===== src/design/ppg_pkg.sv =====
// Package for the plasma pixel generator: sine table, color constants and register indexes.
package ppg_pkg;

    // Configuration port geometry.
    localparam int CfgIndexWidth = 8;
    localparam int CfgDataWidth  = 8;

    // Configuration register indexes.
    localparam logic [CfgIndexWidth-1:0] REG_FRAME_WIDTH  = 8'd0;
    localparam logic [CfgIndexWidth-1:0] REG_FRAME_HEIGHT = 8'd1;

    // Reset values of the configuration registers.
    localparam logic [7:0] FrameWidthReset  = 8'd64;
    localparam logic [7:0] FrameHeightReset = 8'd32;

    // HSV conversion with saturation and value both at full scale.
    localparam logic [7:0]  Full    = 8'hFF;
    localparam logic [15:0] Chroma  = 16'd65025;
    localparam logic [7:0]  ChanLow = 8'(16'(Full) - (Chroma >> 8));
    localparam logic [2:0]  HueSectors = 3'd6;

    // Hue sector codes.
    localparam logic [2:0] SECTOR_RED_UP     = 3'd0;
    localparam logic [2:0] SECTOR_GREEN_FULL = 3'd1;
    localparam logic [2:0] SECTOR_BLUE_UP    = 3'd2;
    localparam logic [2:0] SECTOR_BLUE_FULL  = 3'd3;
    localparam logic [2:0] SECTOR_RED_RISE   = 3'd4;
    localparam logic [2:0] SECTOR_BLUE_FALL  = 3'd5;

    // One period of a sine wave, offset to 128 and scaled to 8 bits.
    localparam logic [7:0] WAVE_ROM [0:255] = '{
        8'd128, 8'd131, 8'd134, 8'd137, 8'd140, 8'd143, 8'd146, 8'd149,
        8'd152, 8'd155, 8'd158, 8'd162, 8'd165, 8'd167, 8'd170, 8'd173,
        8'd176, 8'd179, 8'd182, 8'd185, 8'd188, 8'd190, 8'd193, 8'd196,
        8'd198, 8'd201, 8'd203, 8'd206, 8'd208, 8'd211, 8'd213, 8'd215,
        8'd218, 8'd220, 8'd222, 8'd224, 8'd226, 8'd228, 8'd230, 8'd232,
        8'd234, 8'd235, 8'd237, 8'd238, 8'd240, 8'd241, 8'd243, 8'd244,
        8'd245, 8'd246, 8'd248, 8'd249, 8'd250, 8'd250, 8'd251, 8'd252,
        8'd253, 8'd253, 8'd254, 8'd254, 8'd254, 8'd255, 8'd255, 8'd255,
        8'd255, 8'd255, 8'd255, 8'd255, 8'd254, 8'd254, 8'd254, 8'd253,
        8'd253, 8'd252, 8'd251, 8'd250, 8'd250, 8'd249, 8'd248, 8'd246,
        8'd245, 8'd244, 8'd243, 8'd241, 8'd240, 8'd238, 8'd237, 8'd235,
        8'd234, 8'd232, 8'd230, 8'd228, 8'd226, 8'd224, 8'd222, 8'd220,
        8'd218, 8'd215, 8'd213, 8'd211, 8'd208, 8'd206, 8'd203, 8'd201,
        8'd198, 8'd196, 8'd193, 8'd190, 8'd188, 8'd185, 8'd182, 8'd179,
        8'd176, 8'd173, 8'd170, 8'd167, 8'd165, 8'd162, 8'd158, 8'd155,
        8'd152, 8'd149, 8'd146, 8'd143, 8'd140, 8'd137, 8'd134, 8'd131,
        8'd128, 8'd124, 8'd121, 8'd118, 8'd115, 8'd112, 8'd109, 8'd106,
        8'd103, 8'd100, 8'd97,  8'd93,  8'd90,  8'd88,  8'd85,  8'd82,
        8'd79,  8'd76,  8'd73,  8'd70,  8'd67,  8'd65,  8'd62,  8'd59,
        8'd57,  8'd54,  8'd52,  8'd49,  8'd47,  8'd44,  8'd42,  8'd40,
        8'd37,  8'd35,  8'd33,  8'd31,  8'd29,  8'd27,  8'd25,  8'd23,
        8'd21,  8'd20,  8'd18,  8'd17,  8'd15,  8'd14,  8'd12,  8'd11,
        8'd10,  8'd9,   8'd7,   8'd6,   8'd5,   8'd5,   8'd4,   8'd3,
        8'd2,   8'd2,   8'd1,   8'd1,   8'd1,   8'd0,   8'd0,   8'd0,
        8'd0,   8'd0,   8'd0,   8'd0,   8'd1,   8'd1,   8'd1,   8'd2,
        8'd2,   8'd3,   8'd4,   8'd5,   8'd5,   8'd6,   8'd7,   8'd9,
        8'd10,  8'd11,  8'd12,  8'd14,  8'd15,  8'd17,  8'd18,  8'd20,
        8'd21,  8'd23,  8'd25,  8'd27,  8'd29,  8'd31,  8'd33,  8'd35,
        8'd37,  8'd40,  8'd42,  8'd44,  8'd47,  8'd49,  8'd52,  8'd54,
        8'd57,  8'd59,  8'd62,  8'd65,  8'd67,  8'd70,  8'd73,  8'd76,
        8'd79,  8'd82,  8'd85,  8'd88,  8'd90,  8'd93,  8'd97,  8'd100,
        8'd103, 8'd106, 8'd109, 8'd112, 8'd115, 8'd118, 8'd121, 8'd124
    };

endpackage


===== src/design/plasma_pixel_generator_top.sv =====
// Plasma pixel generator: four-stage pipeline from pixel coordinate to RGB888 color.
//
// One pixel transaction enters per clock while the output is not stalled; the sustained
// rate is one pixel per cycle. The four stages are: squares, row base and
// sine indexes; the four sine table lookups and pixel index add; the hue average and
// sector split; the chroma multiply and channel select into the output register. Each
// stage holds its own valid bit and advances whenever the stage after it is empty or
// moving, so a stalled output fills the bubbles before s_ready drops. frame_width and
// frame_height are written through the cfg_ port and should only change while no pixel
// is in flight; writes to other indexes are ignored.
module plasma_pixel_generator_top (
    input  logic                                aclk,
    input  logic                                aresetn,
    input  logic                                cfg_wr_en,
    input  logic [ppg_pkg::CfgIndexWidth-1:0]   cfg_index,
    input  logic [ppg_pkg::CfgDataWidth-1:0]    cfg_wdata,
    input  logic                                s_valid,
    output logic                                s_ready,
    input  logic [7:0]                          s_pos_x,
    input  logic [7:0]                          s_pos_y,
    input  logic [7:0]                          s_frame_time,
    output logic                                m_valid,
    input  logic                                m_ready,
    output logic [7:0]                          m_red,
    output logic [7:0]                          m_green,
    output logic [7:0]                          m_blue,
    output logic [15:0]                         m_linear_addr,
    output logic                                m_end_of_frame
);

    logic [7:0] frame_width_reg;
    logic [7:0] frame_height_reg;

    logic v1_reg, v2_reg, v3_reg, v4_reg;
    logic en1, en2, en3, en4;

    // Stage 1
    logic [15:0] xx_reg, yy_reg, row_base_reg;
    logic [7:0]  idx_h_reg, idx_v_reg, idx_d_reg, t1_reg, x1_reg;
    logic        eof1_reg;

    // Stage 2
    logic [7:0]  wave_h_reg, wave_v_reg, wave_d_reg, wave_r_reg;
    logic [15:0] pix2_reg;
    logic        eof2_reg;
    logic [16:0] radial_sum;
    logic [7:0]  idx_r;

    // Stage 3
    logic [2:0]  sector_reg;
    logic [7:0]  frac_reg;
    logic [15:0] pix3_reg;
    logic        eof3_reg;
    logic [9:0]  wave_sum;
    logic [7:0]  hue;
    logic [10:0] hue_scaled;

    // Stage 4
    logic [7:0]  red_reg, green_reg, blue_reg;
    logic [15:0] pix4_reg;
    logic        eof4_reg;
    logic [23:0] dn_prod, up_prod;
    logic [7:0]  chan_dn, chan_up;
    logic [7:0]  red_next, green_next, blue_next;

    always_ff @(posedge aclk) begin
        if (!aresetn) begin
            frame_width_reg  <= ppg_pkg::FrameWidthReset;
            frame_height_reg <= ppg_pkg::FrameHeightReset;
        end else if (cfg_wr_en) begin
            if (cfg_index == ppg_pkg::REG_FRAME_WIDTH) begin
                frame_width_reg <= cfg_wdata;
            end else if (cfg_index == ppg_pkg::REG_FRAME_HEIGHT) begin
                frame_height_reg <= cfg_wdata;
            end
        end
    end

    assign en4     = !v4_reg || m_ready;
    assign en3     = !v3_reg || en4;
    assign en2     = !v2_reg || en3;
    assign en1     = !v1_reg || en2;
    assign s_ready = en1;

    always_ff @(posedge aclk) begin
        if (!aresetn) begin
            v1_reg <= 1'b0;
            v2_reg <= 1'b0;
            v3_reg <= 1'b0;
            v4_reg <= 1'b0;
        end else begin
            if (en1) v1_reg <= s_valid;
            if (en2) v2_reg <= v1_reg;
            if (en3) v3_reg <= v2_reg;
            if (en4) v4_reg <= v3_reg;
        end
    end

    always_ff @(posedge aclk) begin
        if (en1) begin
            xx_reg       <= 16'(s_pos_x) * 16'(s_pos_x);
            yy_reg       <= 16'(s_pos_y) * 16'(s_pos_y);
            row_base_reg <= 16'(s_pos_y) * 16'(frame_width_reg);
            idx_h_reg    <= s_pos_x + s_frame_time;
            idx_v_reg    <= s_pos_y + s_frame_time;
            idx_d_reg    <= s_pos_x + s_pos_y + s_frame_time;
            t1_reg       <= s_frame_time;
            x1_reg       <= s_pos_x;
            eof1_reg     <= (s_pos_x == 8'(frame_width_reg - 8'd1))
                         && (s_pos_y == 8'(frame_height_reg - 8'd1));
        end
    end

    // Only bits 11:4 of the squared radius survive the wrap to 8 bits.
    assign radial_sum = {1'b0, xx_reg} + {1'b0, yy_reg};
    assign idx_r      = radial_sum[11:4] + t1_reg;

    always_ff @(posedge aclk) begin
        if (en2) begin
            wave_h_reg <= ppg_pkg::WAVE_ROM[idx_h_reg];
            wave_v_reg <= ppg_pkg::WAVE_ROM[idx_v_reg];
            wave_d_reg <= ppg_pkg::WAVE_ROM[idx_d_reg];
            wave_r_reg <= ppg_pkg::WAVE_ROM[idx_r];
            pix2_reg   <= row_base_reg + 16'(x1_reg);
            eof2_reg   <= eof1_reg;
        end
    end

    assign wave_sum   = 10'(wave_h_reg) + 10'(wave_v_reg) + 10'(wave_d_reg) + 10'(wave_r_reg);
    assign hue        = wave_sum[9:2];
    assign hue_scaled = 11'(hue) * 11'(ppg_pkg::HueSectors);

    always_ff @(posedge aclk) begin
        if (en3) begin
            sector_reg <= hue_scaled[10:8];
            frac_reg   <= hue_scaled[7:0];
            pix3_reg   <= pix2_reg;
            eof3_reg   <= eof2_reg;
        end
    end

    assign dn_prod = 24'(ppg_pkg::Chroma) * 24'(frac_reg);
    assign up_prod = 24'(ppg_pkg::Chroma) * 24'(ppg_pkg::Full - frac_reg);
    assign chan_dn = ppg_pkg::Full - dn_prod[23:16];
    assign chan_up = ppg_pkg::Full - up_prod[23:16];

    always_comb begin
        case (sector_reg)
            ppg_pkg::SECTOR_RED_UP: begin
                red_next   = ppg_pkg::Full;
                green_next = chan_up;
                blue_next  = ppg_pkg::ChanLow;
            end
            ppg_pkg::SECTOR_GREEN_FULL: begin
                red_next   = chan_dn;
                green_next = ppg_pkg::Full;
                blue_next  = ppg_pkg::ChanLow;
            end
            ppg_pkg::SECTOR_BLUE_UP: begin
                red_next   = ppg_pkg::ChanLow;
                green_next = ppg_pkg::Full;
                blue_next  = chan_up;
            end
            ppg_pkg::SECTOR_BLUE_FULL: begin
                red_next   = ppg_pkg::ChanLow;
                green_next = chan_dn;
                blue_next  = ppg_pkg::Full;
            end
            ppg_pkg::SECTOR_RED_RISE: begin
                red_next   = chan_up;
                green_next = ppg_pkg::ChanLow;
                blue_next  = ppg_pkg::Full;
            end
            default: begin
                red_next   = ppg_pkg::Full;
                green_next = ppg_pkg::ChanLow;
                blue_next  = chan_dn;
            end
        endcase
    end

    always_ff @(posedge aclk) begin
        if (en4) begin
            red_reg   <= red_next;
            green_reg <= green_next;
            blue_reg  <= blue_next;
            pix4_reg  <= pix3_reg;
            eof4_reg  <= eof3_reg;
        end
    end

    assign m_valid        = v4_reg;
    assign m_red          = red_reg;
    assign m_green        = green_reg;
    assign m_blue         = blue_reg;
    assign m_linear_addr  = pix4_reg;
    assign m_end_of_frame = eof4_reg;

    // An empty output stage must never block the input.
    a_ready_when_empty: assert property (@(posedge aclk) disable iff (!aresetn)
        !v4_reg |-> s_ready)
        else $error("input stalled while the output stage is empty");

    // An accepted transaction always lands in the first stage.
    a_accept_fills_stage1: assert property (@(posedge aclk) disable iff (!aresetn)
        (s_valid && s_ready) |=> v1_reg)
        else $error("accepted transaction lost at stage 1");

    // The hue never scales past the last sector.
    a_sector_range: assert property (@(posedge aclk) disable iff (!aresetn)
        v3_reg |-> (sector_reg <= ppg_pkg::SECTOR_BLUE_FALL))
        else $error("hue sector out of range");

    // With full saturation and value one channel is always at full scale.
    a_one_full_channel: assert property (@(posedge aclk) disable iff (!aresetn)
        m_valid |-> (m_red == 8'hFF || m_green == 8'hFF || m_blue == 8'hFF))
        else $error("no color channel at full scale");

endmodule


===== config.mk =====
export PLATFORM = sky130hd
export DESIGN_NAME = plasma_pixel_generator_top
export DESIGN_NICKNAME = d
export VERILOG_FILES = /design/src/design/ppg_pkg.sv /design/src/design/plasma_pixel_generator_top.sv
export SDC_FILE = /design/constraint.sdc
export NUM_CORES = 1
export LEC_CHECK = 0
export BUFFER_PORTS_ARGS = -buffer_cell sky130_fd_sc_hd__buf_2
export CAP_MARGIN = 20
export CORE_UTILIZATION = 30
export DETAILED_ROUTE_END_ITERATION = 6
export GPL_TIMING_DRIVEN = 0
export HOLD_SLACK_MARGIN = 0.05
export RECOVER_POWER = 50
export SLEW_MARGIN = 20
export SYNTH_ARGS = -nofsm -noshare
export SYNTH_HDL_FRONTEND = slang
export SYNTH_SLANG_ARGS = --single-unit

===== constraint.sdc =====
create_clock -name aclk -period 8.65 [get_ports aclk]
set_clock_uncertainty 0.05 [all_clocks]
set_input_delay 1.73 -clock aclk [delete_from_list [all_inputs] [get_ports aclk]]
set_output_delay 1.73 -clock aclk [all_outputs]
set_load 0.02 [all_outputs]

==> metrics.md <==
| Metric | Value |
|---|---|
| Status | complete, but fails checks |
| Failing checks | design-rule violations, max-capacitance violations, max-slew violations |
| Yosys top cell by area | edfxtp_1 |
| Yosys warns | 0 |
| Ys flop type | edfxtp_1 |
| Postcts setup bufs | 0 |
| Clk buf depth | 3 |
| Drt drc | 1 |
| FF+latch count, synth | 214 |
| Pin count of the biggest net entering global routing | 56 |
| Synth-to-Final Area Change | 10.8% |
| Mapped Cells | 2799 |
| Top cells by area, synth | edfxtp_1, ha_1, fa_1 |
| DR iter-0 viols | 2113 |
| Clock Pin Slew Worst Setup and Hold Paths | 60 ps |
| Gr ovfl total | 0 |
| CTS buffer count | 26 |
| Syn Area/Cell | 8.83 µm² |
| N_diodes | 0 |
| CTS tree | yes |
| Critical Path RT | 8930 ps |
| Die H | 289 µm |
| Final period utilization | 69.9% |
| DP Area | 0.0266 mm² |
| RSZ-0062 raised after global routing | no |
| Fin nets | 3365 |
| H-tree levels | 1 |
| Max Freq | 165 MHz |
| Core Area | 0.0811 mm² |
| Dpl cells | 3949 |
| Crit Path Max Fanout | 10 |
| Asr flop ratio synth | 0% |
| Die Wd | 289 µm |
| Sequential area share after synthesis | 25.2% |
| Number of port buffers | 85 |
| I/O pins | 88 |
| Setup_tns | 0 ps |
| Clk sinks | 214 |
| Design Area, Final | 0.0274 mm² |
| Nature of the critical path endpoint | flop |
| Hold Vio Cnt, Final | 0 |
| GRT Overall Usage | 16.9% |
| Drt wl/cell | 17.8 µm |
| Clk_lat worst skew | 590 ps |
| TritonRoute pass-1 iters | 7 |
| Worst min-delay path class | reg2reg |
| Slew @ Worst Pin | 1980 ps |
| # rows | 104 |
| Setup violations, final | 0 |
| Worst Path Arrival | 6320 ps |
| Initial antenna violation count | 6 |
| Drt via density | 5.35 |
| Via count | 21386 |
| CTS Root Cell | clkbuf_16 |
| Mapped Area | 0.0247 mm² |
| Post-route minimum period | 6050 ps |
| WS Path Type | in2reg |
| Pins Over Slew Limit | 69 |
| Share of layout cells above drive strength 1 | 6.64% |
| Max Cap Viol | 2 |
| Fin cells | 3997 |
| Vias in the first global route | 20915 |
| Most frequent cells after synthesis | inv_1, ha_1, a21oi_1, nand2_1, nor2_1 |
| Detailed placer's ending HPWL | 54500 µm |
| Post-synth cell types | 88 |
| Post-synth EDFFs | 194 |
| DP Worst Slack | 1990 ps |
| Slew headroom | -31.9% |
| Global-route wire length before repair | 114000 µm |
| Crit start category | primary input |
| Worst setup margin | 2600 ps |
| Most frequent cell after synthesis | inv_1 |
| Hold_buf cts | 0 |
| Final RePlAce weighted congestion | 0.981 |
| Die footprint | 0.0835 mm² |
| Total Wirelength | 71300 µm |
| Initial Utilization | 30.5% |
| Post-route ant nets | 0 |
| Resize count post-CTS | 0 |
| Yosys top cell area share | 23.6% |
## layout make-up
class,instances,area [µm²]
Timing Repair Buffer,89,432
Clock buffer,28,658
Sequential cell,214,6230
Fill cell,8452,53700
Clock inverter,20,238
Inverter,334,1250
Multi-Input combinational cell,2080,16500
Buffer,172,733
Tap cell,1060,1330
## cell usage in the layout, fill, tap and decap left out, drive strengths merged, types with 12 or more instances in the layout
master  synthesis  layout
mux2i          30      30
o21bai         25      25
clkbuf        112     170
buf            60     119
o21a           15      15
a221oi         13      13
a21oi         214     214
nor2          200     200
o211ai         36      36
xor2           41      41
and2           69      69
xnor2         113     113
fa            145     145
a31oi          23      23
a311oi         12      12
a22oi          17      17
o21ai         202     202
nor2b          45      45
inv           325     330
o31ai          12      12
nand2b         33      33
mux4           18      18
nor3           48      48
dfxtp          20      20
clkinv          9      16
ha            258     258
nand2         215     215
nand3          31      31
a211oi         45      45
o22ai          19      19
a21o           29      29
edfxtp        194     194
## per-layer routing
layer	up-vias	track usage, %	wire length (µm)
met1	10138	22.7	30500
met4	12	4.49	1830
met5	-	0	78
li1	10027	-	-
met3	163	2.71	5960
met2	1046	28.1	32900
## worst paths after layout
check | slack, ps | depth (start not counted) | to | startpoint
setup / recovery | 2600 | 17 | row_base_reg[15] | s_pos_y[6]
hold / removal | 370 | 0 | m_linear_addr[9] | pix3_reg[9]
setup reg to reg | 3240 | 14 | wave_r_reg[1] | xx_reg[3]
hold reg to reg | 370 | 0 | m_linear_addr[9] | pix3_reg[9]
## worst max-delay path, cell delays in order
cell and delay [ps]:
buf_2 170, clkbuf_1 330, clkbuf_1 470, nand2_1 150
fa_1 500, fa_1 490, inv_1 50, fa_1 550
inv_1 60, fa_1 530, inv_1 40, ha_1 360
a21o_1 180, a31o_2 220, a41oi_1 240, a21oi_1 110
xnor2_1 140
## stage by stage
stage | utilization, % | hold WS [ps]
after global placement | 32.6 | 354
after floorplan | - | 350
final | 33.8 | 367
after global routing | 33.8 | 377
after CTS | 33.9 | 369
after detailed placement | 32.8 | 355
## logic make-up (layout without fill, tap and decap cells)
kind of cell | Yosys count | in the layout | share of synthesized area (%)
compound gates | 774 | 774 | 20.1
fa+ha+maj | 403 | 403 | 24.8
other cells | 1 | 2 | 0.0152
simple gates | 693 | 693 | 13.1
flops | 214 | 214 | 25.2
buf+inv | 506 | 643 | 8.04
mux | 54 | 54 | 3.13
xor+xnor | 154 | 154 | 5.57
Power is left out: the tool's default activity adds up to more than one toggle a clock period on the data nets, which glitch-free logic cannot reach.
